$ cat config.mk
export PLATFORM = sky130hd
export DESIGN_NAME = tape_pulse_half_wave_generator_unit
export DESIGN_NICKNAME = d
export VERILOG_FILES = /design/src/rtl/tphw_pkg.sv /design/src/rtl/tphw_cfg_regs.sv /design/src/rtl/tphw_engine.sv /design/src/rtl/tape_pulse_half_wave_generator_unit.sv
export SDC_FILE = /design/constraint.sdc
export NUM_CORES = 1
export LEC_CHECK = 0
export BUFFER_PORTS_ARGS = -buffer_cell sky130_fd_sc_hd__buf_2
export CAP_MARGIN = 15
export CORE_MARGIN = 2
export CORE_UTILIZATION = 55
export DETAILED_ROUTE_END_ITERATION = 10
export PLACE_DENSITY = 0.73
export SLEW_MARGIN = 20
export SYNTH_ARGS = -nofsm -noshare
export SYNTH_HDL_FRONTEND = slang
export SYNTH_SLANG_ARGS = --single-unit
$ cat constraint.sdc
create_clock -name clk -period 9.84 [get_ports clk]
set_clock_uncertainty 0.1 [all_clocks]
set_input_delay 0.492 -clock clk [delete_from_list [all_inputs] [get_ports clk]]
set_output_delay 0.492 -clock clk [all_outputs]
set_load 0.02 [all_outputs]
$ cat src/rtl/tphw_pkg.sv
// ----------------------------------------------------------------------------
// tphw_pkg
// Types, widths and constants shared by the tape pulse half-wave generator.
// ----------------------------------------------------------------------------
package tphw_pkg;

  // Width of the playback timer compare register.
  localparam int CMP_W      = 16;
  // Width of a pulse length in timer ticks.
  localparam int PULSE_W    = 25;
  // Working width for chunk compare and subtract; covers both widths above.
  localparam int CALC_W     = ((CMP_W > PULSE_W) ? CMP_W : PULSE_W) + 1;
  localparam logic [CALC_W-1:0] CHUNK_MAX = CALC_W'((64'd1 << CMP_W) - 64'd1);

  localparam int FRAC_W     = 12;
  localparam int LEN_W      = 24;
  localparam int GAIN_W     = 16;
  localparam int LGAIN_W    = 13;
  localparam int PROD_W     = LEN_W + GAIN_W;

  localparam logic [GAIN_W-1:0]  SHORT_GAIN_RST = 16'd33260;
  localparam logic [LGAIN_W-1:0] LONG_GAIN_RST  = 13'd4157;

  // Configuration register indexes.
  localparam int CFG_IDX_W = 1;
  localparam int CFG_DATA_W = 16;
  localparam logic [CFG_IDX_W-1:0] CFG_SHORT_GAIN = 1'd0;
  localparam logic [CFG_IDX_W-1:0] CFG_LONG_GAIN  = 1'd1;

  // Stream bytes consumed per event.
  localparam logic [2:0] TAKEN_NONE  = 3'd0;
  localparam logic [2:0] TAKEN_SHORT = 3'd1;
  localparam logic [2:0] TAKEN_EXT   = 3'd4;

  typedef struct packed {
    logic       motor_on;
    logic [7:0] first_byte;
    logic [7:0] length_low;
    logic [7:0] length_mid;
    logic [7:0] length_high;
  } in_item_t;

  typedef struct packed {
    logic [15:0] compare_period;
    logic        line_level;
    logic [2:0]  bytes_taken;
  } out_item_t;

  typedef struct packed {
    logic [GAIN_W-1:0]  short_gain;
    logic [LGAIN_W-1:0] long_gain;
  } gains_t;

endpackage

$ cat src/rtl/tphw_cfg_regs.sv
// ----------------------------------------------------------------------------
// tphw_cfg_regs
// Gain registers written through the configuration channel.
// ----------------------------------------------------------------------------
module tphw_cfg_regs (
  input  logic                           clk,
  input  logic                           rst,
  input  logic                           cfg_valid,
  output logic                           cfg_ready,
  input  logic [tphw_pkg::CFG_IDX_W-1:0]  cfg_index,
  input  logic [tphw_pkg::CFG_DATA_W-1:0] cfg_data,
  output tphw_pkg::gains_t               gains
);
  import tphw_pkg::*;

  gains_t gain_regs;

  assign cfg_ready = 1'b1;
  assign gains     = gain_regs;

  always_ff @(posedge clk) begin
    if (rst) begin
      gain_regs.short_gain <= SHORT_GAIN_RST;
      gain_regs.long_gain  <= LONG_GAIN_RST;
    end else if (cfg_valid) begin
      case (cfg_index)
        CFG_SHORT_GAIN: gain_regs.short_gain <= cfg_data[GAIN_W-1:0];
        CFG_LONG_GAIN:  gain_regs.long_gain  <= cfg_data[LGAIN_W-1:0];
        default: ;
      endcase
    end
  end

endmodule

$ cat src/rtl/tphw_engine.sv
// ----------------------------------------------------------------------------
// tphw_engine
// Half-wave state and the per-event pulse arithmetic.
// ----------------------------------------------------------------------------
module tphw_engine (
  input  logic                clk,
  input  logic                rst,
  input  logic                fire,
  input  tphw_pkg::in_item_t  item,
  input  tphw_pkg::gains_t    gains,
  output tphw_pkg::out_item_t result
);
  import tphw_pkg::*;

  logic [PULSE_W-1:0] remaining, remaining_next;
  logic [PULSE_W-1:0] saved, saved_next;
  logic               second, second_next;

  logic               load;
  logic               is_ext;
  logic [LEN_W-1:0]   op_a;
  logic [GAIN_W-1:0]  op_b;
  logic [PROD_W-1:0]  product;
  logic [PULSE_W-1:0] pulse;
  logic [CALC_W-1:0]  cur;
  logic [CALC_W-1:0]  period;

  always_comb begin
    load    = !second && (remaining == '0);
    is_ext  = (item.first_byte == 8'd0);
    // A zero code byte means the next three bytes hold a 24-bit length.
    op_a    = is_ext ? {item.length_high, item.length_mid, item.length_low}
                     : {{(LEN_W-8){1'b0}}, item.first_byte};
    op_b    = is_ext ? {{(GAIN_W-LGAIN_W){1'b0}}, gains.long_gain} : gains.short_gain;
    product = PROD_W'(op_a) * PROD_W'(op_b);
    pulse   = product[FRAC_W +: PULSE_W];
    saved_next = load ? pulse : saved;
    cur     = CALC_W'(load ? pulse : remaining);

    if (cur > CHUNK_MAX) begin
      period         = CHUNK_MAX;
      remaining_next = PULSE_W'(cur - CHUNK_MAX);
      second_next    = second;
    end else begin
      // Last chunk of a half-wave: the low half hands over to the high half, and the high half back to the low half.
      period         = cur;
      remaining_next = second ? '0 : saved_next;
      second_next    = !second;
    end

    result.compare_period = period[15:0];
    result.line_level     = second;
    if (!load) begin
      result.bytes_taken = TAKEN_NONE;
    end else if (is_ext) begin
      result.bytes_taken = TAKEN_EXT;
    end else begin
      result.bytes_taken = TAKEN_SHORT;
    end
  end

  always_ff @(posedge clk) begin
    if (rst) begin
      remaining <= '0;
      saved     <= '0;
      second    <= 1'b0;
    end else if (fire) begin
      remaining <= remaining_next;
      saved     <= saved_next;
      second    <= second_next;
    end
  end

endmodule

$ cat src/rtl/tape_pulse_half_wave_generator_unit.sv
// An accepted event waits in the input register; its result is then held in
// the result register, where output back-pressure can keep it.
// Throughput: one event per cycle while the output side keeps up; the pulse
// multiply, chunk compare and subtract sit between those two registers.
// Events with the motor line off produce no result and leave state as is.
// Reset (rst, synchronous): half-wave state cleared, gains to their defaults.
// ----------------------------------------------------------------------------
// tape_pulse_half_wave_generator_unit
// Turns timer compare events into low/high half-wave chunk periods.
// ----------------------------------------------------------------------------
module tape_pulse_half_wave_generator_unit (
  input  logic                           clk,
  input  logic                           rst,
  input  logic                           in_valid,
  output logic                           in_ready,
  input  tphw_pkg::in_item_t             in_data,
  output logic                           out_valid,
  input  logic                           out_ready,
  output tphw_pkg::out_item_t            out_data,
  input  logic                           cfg_valid,
  output logic                           cfg_ready,
  input  logic [tphw_pkg::CFG_IDX_W-1:0]  cfg_index,
  input  logic [tphw_pkg::CFG_DATA_W-1:0] cfg_data
);
  import tphw_pkg::*;

  gains_t    gains;
  logic      s1_valid;
  in_item_t  s1_item;
  logic      advance;
  logic      fire;
  out_item_t result;

  // The result register frees up whenever it is empty or being drained.
  assign advance  = !out_valid || out_ready;
  assign in_ready = !s1_valid || advance;
  assign fire     = s1_valid && advance && s1_item.motor_on;

  tphw_cfg_regs u_cfg (
    .clk       (clk),
    .rst       (rst),
    .cfg_valid (cfg_valid),
    .cfg_ready (cfg_ready),
    .cfg_index (cfg_index),
    .cfg_data  (cfg_data),
    .gains     (gains)
  );

  tphw_engine u_engine (
    .clk    (clk),
    .rst    (rst),
    .fire   (fire),
    .item   (s1_item),
    .gains  (gains),
    .result (result)
  );

  always_ff @(posedge clk) begin
    if (rst) begin
      s1_valid  <= 1'b0;
      out_valid <= 1'b0;
    end else begin
      if (in_ready) begin
        s1_valid <= in_valid;
      end
      if (advance) begin
        out_valid <= s1_valid && s1_item.motor_on;
      end
    end
  end

  always_ff @(posedge clk) begin
    if (in_ready && in_valid) begin
      s1_item <= in_data;
    end
    if (fire) begin
      out_data <= result;
    end
  end

`ifndef SYNTH
  a_ready_follows_out: assert property (@(posedge clk) disable iff (rst)
    out_ready |-> in_ready)
    else $error("input stalled while the output side is ready");

  a_load_in_low_half: assert property (@(posedge clk) disable iff (rst)
    (out_valid && out_data.bytes_taken != TAKEN_NONE) |-> !out_data.line_level)
    else $error("stream bytes taken during the high half-wave");

  a_taken_code: assert property (@(posedge clk) disable iff (rst)
    out_valid |-> (out_data.bytes_taken == TAKEN_NONE ||
                   out_data.bytes_taken == TAKEN_SHORT ||
                   out_data.bytes_taken == TAKEN_EXT))
    else $error("bad bytes_taken value");

  a_motor_off_silent: assert property (@(posedge clk) disable iff (rst)
    (s1_valid && !s1_item.motor_on && advance) |=> !out_valid)
    else $error("result produced for a motor-off event");
`endif

endmodule

==> key figures, run 1 <==
Critical path
  • Worst R2R End: u_engine.remaining[23]$_SDFFE_PP0P_
  • Most used cell, CP: fa_1
  • Critical path required time: 10140 ps
  • Critical Path Source Type: register
  • WP data arrival: 9660 ps
  • Critical Setup Path Class: register to register
  • CP top delay family: adder cells
  • Worst path max stage delay: 900 ps
  • Worst r2r path cells: 27
  • WP buf/inv: 5
  • Peak fanout along the critical path: 13
  • Critical Path End Type: register
  • Worst Setup EP: u_engine.remaining[23]$_SDFFE_PP0P_
  • Slowest CP cell: a21oi_1
  • Crit path from: s1_item[26]$_DFFE_PP_
  • Stages on the worst setup path: 27
  • R2r startpoint: s1_item[26]$_DFFE_PP_
  • R2r setup slk: 480 ps

Place
  • Routability cong.: 0.9877
  • Placed cells: 2654
  • IO Port Bufs: 75
  • Final HPWL DP: 42390 um

Route
  • DRT iter0 DRCs: 1264
  • Antenna viol nets, final: 0
  • WL per Instance: 19.75 um
  • Drt total wl: 53060 um
  • DR DRC count: 0
  • Vias per inst: 5.846
  • Detailed Routing Iterations Pass 1: 8
  • Total number of vias: 15710

Clock network
  • CTS root buf: clkbuf_16
  • CTS buffer count: 17
  • CTS max path bufs: 2
  • Clk Latency, worst-skew pair: 460 ps
  • Sink Count: 134
  • Reg clk slew, reported paths: 70 ps
  • Hold Buf Count CTS: 0
  • CTS tree: done
  • H-tree levels: 4

Logic synthesis
  • Netlist cell types: 83
  • Cell Area, Synth: 18600 um2
  • Count leader, synth: nand2_1
  • Largest area contributor in the netlist: fa_1
  • Syn avg cell area: 8.632 um2
  • Sequential element share of the synthesized area: 0.1722
  • Yosys reg bits: 134
  • Mapped Cells: 2155
  • Post-synth EDFFs: 52
  • Area share of the largest cell type after synthesis: 0.3261
  • Syn. warnings: 0
  • Synth top area cells: fa_1 33%, dfxtp_1 8.8%, edfxtp_1 8.4%, nand2_1 7.0%, inv_1 6.7%
  • Most frequent cells after synthesis: 349 x nand2_1, 332 x inv_1, 303 x fa_1, 145 x nor2_1, 111 x a21oi_1
  • Async set or reset register ratio after synthesis: 0
  • Primary FF master, synth: dfxtp_1

Flow run
  • Max cap viols: 0

Layout
  • Final #Nets: 2677
  • Layout cells sized above 1: 0.09067
  • Diodes inserted: 0
  • Non-filler instance count after layout: 2687
  • Area occupied by multi-input gates: 13860 um2
  • Fillcell total: 2958
  • Area growth, synth to finish: 8.643%
  • Register area: 3203 um2

Timing
  • Max Freq: 106.8 MHz
  • Slew @ Worst Pin: 1150 ps
  • Slew headroom: 0.2301
  • Tcrit/Tclk final: 0.9512
  • Final setup fails: 0
  • Slew Limit Fails: 0
  • Fin crit period: 9360 ps
  • Setup TNS after final layout: 0 ps
  • WHS: 96.46 ps
  • RSZ-0062 raised after global routing: false
  • Final hold violations: 0

Global routing
  • First-pass GRT wire length: 87220 um
  • Total track usage: 0.3156
  • Number of antenna violations at the first check in global routing: 0
  • Largest net degree at the start of global routing: 82
  • Grt total ovfl: 0
  • Vias in the first global route: 16500

Floorplan
  • Starting density of the core: 0.5562
  • Die Y: 187.9 um
  • Num rows: 67
  • I/O pin total: 78
  • Core area: 33450 um2
  • Die width: 187.9 um
  • Total Die Area: 35310 um2

Power and ir drop
  • Pleak: 9.353 nW
  • Pwr/cell area: 198.0 nW/um2
  • Pwr Total: 4.001 mW
  • Worst vdd ir: 0.0002461 V

Status
  • Outcome: finished clean

Hold path
  • Hold Startpoint: in_data[0]
  • Hold crit path type: primary input to register
how the worst min path moves through the flow:
stage | end | slack (ps) | cells past startpoint
after floorplan | u_cfg.gains[17]$_SDFFE_PP0P_ | 340 | 2
after global placement | u_engine.saved[3]$_SDFFE_PP0P_ | 340 | 2
after detailed placement | u_engine.saved[0]$_SDFFE_PP0P_ | 350 | 2
after CTS | s1_item[3]$_DFFE_PP_ | 80 | 1
after global routing | s1_item[0]$_DFFE_PP_ | 80 | 1
final | s1_item[0]$_DFFE_PP_ | 100 | 1
layer usage:
layer / GRT usage / part of all wire / vias to the layer above
li1: - / - / 7077
met1: 0.4021 / 0.40 / 7863
met2: 0.5486 / 0.50 / 654
met3: 0.04660 / 0.066 / 115
met4: 0.1136 / 0.032 / 0
met5: 0 / 0 / -
flip-flops by register name, summed over array words and instances, names as in the netlist:
signal	flops
u_engine.saved	25
out_valid	1
s1_item	33
u_engine.second	1
u_engine.remaining	25
u_cfg.gains	29
s1_valid	1
out_data	19
area by class of cell:
type                            count  share of cell area
Clock buffer                       17             0.02105
Clock inverter                     15            0.008853
Inverter                          333             0.06185
Multi-Input combinational cell   1618              0.6860
Sequential cell                   134              0.1585
Tap cell                          448             0.02773
Timing Repair Buffer              122             0.03603
power breakdown:
part / internal [mW] / switching (mW) / total, mW / leakage, nW
Sequential: 0.655 / 0.0565 / 0.711 / 1.16
Combinational: 0.895 / 1.72 / 2.62 / 7.89
Clock: 0.364 / 0.310 / 0.675 / 0.295
Total: 1.91 / 2.09 / 4.00 / 9.35
cell usage in the layout (no fill, tap or decap), drive strengths merged, types with 12 or more instances in the layout:
master and count:
nand2 349, inv 343, fa 303, nor2 146
buf 122, a21oi 112, ha 93, dfxtp 82
and2 71, and3 64, edfxtp 52, o21ai 45
conb 44, nand3 37, nor3 37, a21o 28
nand4 27, a211oi 24, xnor2 22, nand3b 20
nor4 18, clkbuf 17, a31oi 15, nand2b 14
a311oi 14, or2 12
metrics by stage:
step / area [um2] / setup WS, ps / util
floorplan: 18760 / 1112 / -
global placement: 19580 / 316.4 / 0.5854
detailed placement: 19580 / 120.9 / 0.5854
CTS: 20190 / 90.03 / 0.6035
global route: 20210 / 94.52 / 0.6042
finish: 20210 / 480.0 / 0.6042
repair_timing:
| action | CTS | global route |
|---|---|---|
| buffers inserted | 0 | 1 |
| setup endpoints to repair | 0 | 25 |
| gates resized for setup | 0 | 6 |
cell families (layout without fill, tap and decap cells):
group	Yosys count	after routing	share of synthesized area
and+or+nand+nor	828	828	0.2163
muxes	7	7	0.003767
AOI/OAI and AO/OA	314	314	0.1131
buffers and inverters	445	487	0.09201
DFF	134	134	0.1722
other	2	44	0.0004037
xor gates and xnor gates	29	29	0.01365
adders and majority gates	396	396	0.3886
Note: power is estimated with default switching activity, not from simulation.
==> run 2: changes to the inputs <==
--- a/config.mk
+++ b/config.mk
@@ -11,6 +11,7 @@
 export CORE_UTILIZATION = 55
 export DETAILED_ROUTE_END_ITERATION = 10
 export PLACE_DENSITY = 0.73
+export RECOVER_POWER = 50
 export SLEW_MARGIN = 20
 export SYNTH_ARGS = -nofsm -noshare
 export SYNTH_HDL_FRONTEND = slang
==> constraint.sdc (replaced) <==
create_clock -name clk -period 9.84 [get_ports clk]
set_clock_uncertainty 0.1 [all_clocks]
set_input_delay 0.984 -clock clk [delete_from_list [all_inputs] [get_ports clk]]
set_output_delay 0.984 -clock clk [all_outputs]
set_load 0.02 [all_outputs]
==> key figures, run 2 (synthesized netlist as in run 1, its figures left out) <==
Clock network
  • Clk Latency, worst-skew pair: 470 ps
  • CTS root buf: clkbuf_16
  • CTS buffer count: 17
  • H-tree levels: 4
  • CTS max path bufs: 2
  • CTS tree: done
  • Reg clk slew, reported paths: 70 ps
  • Sink Count: 134

Route
  • Drt total wl: 53020 um
  • Detailed Routing Iterations Pass 1: 7
  • WL per Instance: 19.73 um
  • Antenna viol nets, final: 0
  • Total number of vias: 15710
  • Vias per inst: 5.847
  • DR DRC count: 0
  • DRT iter0 DRCs: 1201

Floorplan
  • Total Die Area: 35310 um2
  • I/O pin total: 78
  • Die Y: 187.9 um
  • Num rows: 67
  • Core area: 33450 um2
  • Die width: 187.9 um
  • Starting density of the core: 0.5562

Layout
  • Number of flip-flops in the largest register: 33
  • Non-filler instance count after layout: 2687
  • Layout cells sized above 1: 0.08084
  • Final #Nets: 2677
  • Most flop-heavy register: s1_item
  • Commonest cells after routing, fill and taps aside: 348 x nand2_1, 332 x inv_1, 303 x fa_1, 145 x nor2_1, 110 x a21oi_1
  • Area growth, synth to finish: 8.481%
  • Post-route cell area: 20180 um2
  • Diodes inserted: 0
  • Most common cell after layout, fill and taps aside: nand2_1
  • Fillcell total: 2968

Timing
  • Slew Limit Fails: 116
  • Tcrit/Tclk final: 0.9541
  • Final setup fails: 0
  • Max Freq: 106.5 MHz
  • RSZ-0062 raised after global routing: false
  • Slew headroom: -1.538
  • Fin crit period: 9388 ps
  • Slew @ Worst Pin: 3807 ps
  • Setup TNS after final layout: 0 ps
  • Final hold violations: 0

Critical path
  • R2r startpoint: s1_item[27]$_DFFE_PP_
  • Critical Path End Type: register
  • Critical path required time: 10070 ps
  • Critical Path Source Type: register
  • Crit path from: s1_item[27]$_DFFE_PP_
  • Peak fanout along the critical path: 18
  • WP data arrival: 9620 ps
  • Critical Setup Path Class: register to register

Power and ir drop
  • Pwr/cell area: 197.8 nW/um2
  • P_sw: 2.081 mW
  • Int Pwr: 1.911 mW
  • Pleak: 9.293 nW
  • Power share of the clock group: 0.169
  • Switching power share of the total: 0.5212
  • Pwr Total: 3.992 mW
  • Share of power burned in registers: 0.178
  • Worst vdd ir: 0.0002454 V
  • Combinational power share: 0.653

Global routing
  • Vias in the first global route: 16500
  • Grt total ovfl: 0
  • First-pass GRT wire length: 87220 um
  • Total track usage: 0.3156
  • Largest net degree at the start of global routing: 82
  • Number of antenna violations at the first check in global routing: 0

Status
  • Failing checks: capacitance limit, slew limit
  • Outcome: finished with violations

Place
  • Routability cong.: 0.9877
  • IO Port Bufs: 75
  • Placed cells: 2654
  • Placed cell area: 19580 um2
  • Final HPWL DP: 42390 um

Hold path
  • Hold crit path type: register to register
  • Hold Startpoint: u_engine.saved[19]$_SDFFE_PP0P_

Flow run
  • Max cap viols: 2
[run 2: changes by cell type in the layout (fill, tap and decap cells not counted), sizes merged]
cell and change:
buf -21, clkbuf +21
[run 2: final cells by class]
type | instances | area, um2 | share of cell area
timing repair buffer | 122 | 699.4 | 0.03466
clock inverter | 15 | 178.9 | 0.008866
multi-input combinational | 1618 | 13860 | 0.6870
inverter | 333 | 1250 | 0.06194
clock buffer | 17 | 425.4 | 0.02108
tap | 448 | 560.5 | 0.02778
sequential | 134 | 3203 | 0.1587
[run 2: metrics by stage]
stage                       util  hold WS [ps]  setup slack, ps
after floorplan                -         336.0             1112
after global placement    0.5854         344.1            316.4
after detailed placement  0.5854         349.8            120.9
after CTS                 0.6035         360.9            90.03
after global routing      0.6033         381.3            72.74
final                     0.6033         363.4            451.7
[run 2: timing repair]
action                                  4_1_cts  5_1_grt
gates resized for setup                       0        6
buffers inserted                              0        1
endpoints found under the setup margin        0       25
hold buffers                                  0        0
[run 2: layer usage]
metal  track usage  wire (um)  vias up  part of all wire
met4        0.1136       1754        0             0.033
met1        0.4021      21420     7845              0.40
met5             0          0        -                 0
met2        0.5486      26410      653              0.50
li1              -          -     7084                 -
met3       0.04660       3434      130             0.065
[run 2: worst paths after layout]
kind,end,slack [ps],depth (start not counted)
max,u_engine.remaining[7]$_SDFFE_PP0P_,450,27
max reg2reg,u_engine.remaining[7]$_SDFFE_PP0P_,450,27
min,u_engine.saved[19]$_SDFFE_PP0P_,360,2
min reg2reg,u_engine.saved[19]$_SDFFE_PP0P_,360,2
[run 2: power by group through the flow]
| stage | sequential [mW] | clock [mW] | combinational [mW] |
|---|---|---|---|
| global placement | 0.719 | 0 | 2.53 |
| global route | 0.716 | 0.703 | 2.89 |
| CTS | 0.708 | 0.682 | 2.57 |
| finish | 0.712 | 0.673 | 2.61 |
| detailed placement | 0.720 | 0 | 2.53 |
| floorplan | 0.708 | 0 | 1.83 |
[run 2: critical path: stages (launching register included)]
cell      delay, ps
edfxtp_1        540
nor4_4          400
buf_4           250
and3_1          480
a21o_1          280
nand2_1         120
fa_1            530
inv_1            60
fa_1            510
fa_1            600
fa_1            470
fa_1            490
inv_1            50
fa_1            470
inv_1            40
ha_1            500
nand4_1         180
or3_1           420
nor3_1          280
a31oi_1         140
or4_1           600
a21o_1          210
nand3_1         170
and4bb_2        290
nand4_1         190
buf_4           270
or3_1           350
a311oi_1        240
==> run 3: changes to the inputs <==
==> constraint.sdc (replaced) <==
create_clock -name clk -period 9.84 [get_ports clk]
set_clock_uncertainty 0.1 [all_clocks]
set_input_delay 2.952 -clock clk [delete_from_list [all_inputs] [get_ports clk]]
set_output_delay 2.952 -clock clk [all_outputs]
set_load 0.02 [all_outputs]
==> key figures, run 3 (synthesized netlist as in run 1, its figures left out) <==
Clock network
  • CTS max path bufs: 2
  • CTS root buf: clkbuf_16
  • Reg clk slew, reported paths: 70 ps
  • CTS buffer count: 17
  • Sink Count: 134
  • Clk Latency, worst-skew pair: 470 ps
  • H-tree levels: 4
  • CTS tree: done

Hold path
  • Hold crit path type: register to register
  • Hold Startpoint: u_engine.saved[19]$_SDFFE_PP0P_
  • Hold Path Sink: u_engine.saved[19]$_SDFFE_PP0P_
  • Min-Delay Path Depth: 2

Global routing
  • Vias in the first global route: 16500
  • Total track usage: 0.3156
  • Largest net degree at the start of global routing: 82
  • Number of antenna violations at the first check in global routing: 0
  • First-pass GRT wire length: 87220 um
  • Grt total ovfl: 0

Layout
  • Post-route cell area: 20180 um2
  • Util after Layout: 0.6033
  • Diodes inserted: 0
  • Layout cells sized above 1: 0.08039
  • Most flop-heavy register: s1_item
  • Area growth, synth to finish: 8.468%
  • Most common cell after layout, fill and taps aside: nand2_1
  • Number of flip-flops in the largest register: 33
  • Final #Nets: 2677
  • Commonest cells after routing, fill and taps aside: 348 x nand2_1, 332 x inv_1, 303 x fa_1, 145 x nor2_1, 110 x a21oi_1
  • Fillcell total: 2969

Critical path
  • Worst R2R End: u_engine.remaining[4]$_SDFFE_PP0P_
  • Worst path max stage delay: 600 ps
  • Critical path required time: 10070 ps
  • Peak fanout along the critical path: 18
  • R2r startpoint: s1_item[27]$_DFFE_PP_
  • Critical Path End Type: register
  • Critical Path Source Type: register
  • Most used cell, CP: fa_1
  • Slowest CP cell: fa_1
  • Critical Setup Path Class: register to register
  • WP data arrival: 9610 ps
  • Worst r2r path cells: 27
  • R2r setup slk: 460 ps

Place
  • Placed cell area: 19580 um2
  • IO Port Bufs: 75
  • Routability cong.: 0.9877
  • Place WS: 120.9 ps
  • Final HPWL DP: 42390 um

Timing
  • Fin crit period: 9378 ps
  • Setup TNS after final layout: 0 ps
  • Tcrit/Tclk final: 0.9530
  • WHS: 363.8 ps
  • Post-route setup slack: 462.0 ps
  • RSZ-0062 raised after global routing: false
  • Slew @ Worst Pin: 3784 ps
  • Final setup fails: 0
  • Slew Limit Fails: 166
  • Final hold violations: 0
  • Slew headroom: -1.522
  • Max Freq: 106.6 MHz

Status
  • Outcome: finished with violations
  • Failing checks: capacitance limit, slew limit

Route
  • Total number of vias: 15760
  • Vias per inst: 5.864
  • DRT iter0 DRCs: 1200
  • Detailed Routing Iterations Pass 1: 8
  • DR DRC count: 0
  • WL per Instance: 19.74 um
  • Antenna viol nets, final: 0
  • Drt total wl: 53040 um

Power and ir drop
  • Pwr/cell area: 198.0 nW/um2
  • Worst vdd ir: 0.0002474 V
  • Pleak: 9.291 nW

Floorplan
  • Total Die Area: 35310 um2
  • I/O pin total: 78
  • Die Y: 187.9 um
  • Die width: 187.9 um
  • Core area: 33450 um2
  • Starting density of the core: 0.5562
  • Num rows: 67

Flow run
  • Max cap viols: 3
run 3: changes by cell type in the layout (fill, tap and decap cells not counted):
cell	previous run	this run
or2_0	0	1
or2_4	1	0
run 3: how the worst max path moves through the flow:
stage | from | to | slack [ps]
after global placement | s1_item[31]$_DFFE_PP_ | u_engine.remaining[23]$_SDFFE_PP0P_ | 320
after floorplan | s1_item[31]$_DFFE_PP_ | u_engine.remaining[23]$_SDFFE_PP0P_ | 1110
final | s1_item[27]$_DFFE_PP_ | u_engine.remaining[4]$_SDFFE_PP0P_ | 460
after global routing | s1_item[26]$_DFFE_PP_ | u_engine.remaining[18]$_SDFFE_PP0P_ | 50
after detailed placement | s1_item[31]$_DFFE_PP_ | u_engine.remaining[23]$_SDFFE_PP0P_ | 120
after CTS | s1_item[31]$_DFFE_PP_ | u_engine.remaining[23]$_SDFFE_PP0P_ | 90
run 3: power breakdown:
group,switching [mW],internal (mW),total (mW)
combinational,1.72,0.892,2.61
sequential,0.0564,0.655,0.712
clock,0.311,0.364,0.675
run 3: area by class of cell:
cell class,count,area (um2),area share
flip-flops and latches,134,3203,0.1587
clock inverters,15,178.9,0.008867
multi-input cells,1618,13860,0.6869
well taps,448,560.5,0.02778
inverters,333,1250,0.06195
repair buffers,122,699.4,0.03466
clock buffers,17,425.4,0.02108
run 3: per-stage QoR:
step           power (mW)  std cells
3_3_place_gp        3.253       2654
2_1_floorplan       2.538       2197
5_1_grt             4.305       2687
3_5_place_dp        3.254       2654
6_report            3.996       2687
4_1_cts             3.955       2686
run 3: layer usage:
layer / global-route usage / vias to the layer above / wire (um)
met5: 0 / - / 0
met2: 0.5486 / 661 / 26490
met3: 0.04660 / 118 / 3459
met1: 0.4021 / 7889 / 21420
met4: 0.1136 / 0 / 1681
li1: - / 7089 / -
run 3: worst max-delay path: cells and delay by family, from the launching register on:
kind | cells | cell delay, ps
fa+ha+maj | 7 | 3570
compound gates | 4 | 870
buf+inv | 5 | 670
flops | 1 | 540
simple gates | 11 | 3470
run 3: repair_timing:
item                       in CTS  in global routing
resized for setup               0                  6
hold buffers                    0                  0
setup endpoints to repair       0                 25
buffers inserted                0                  1
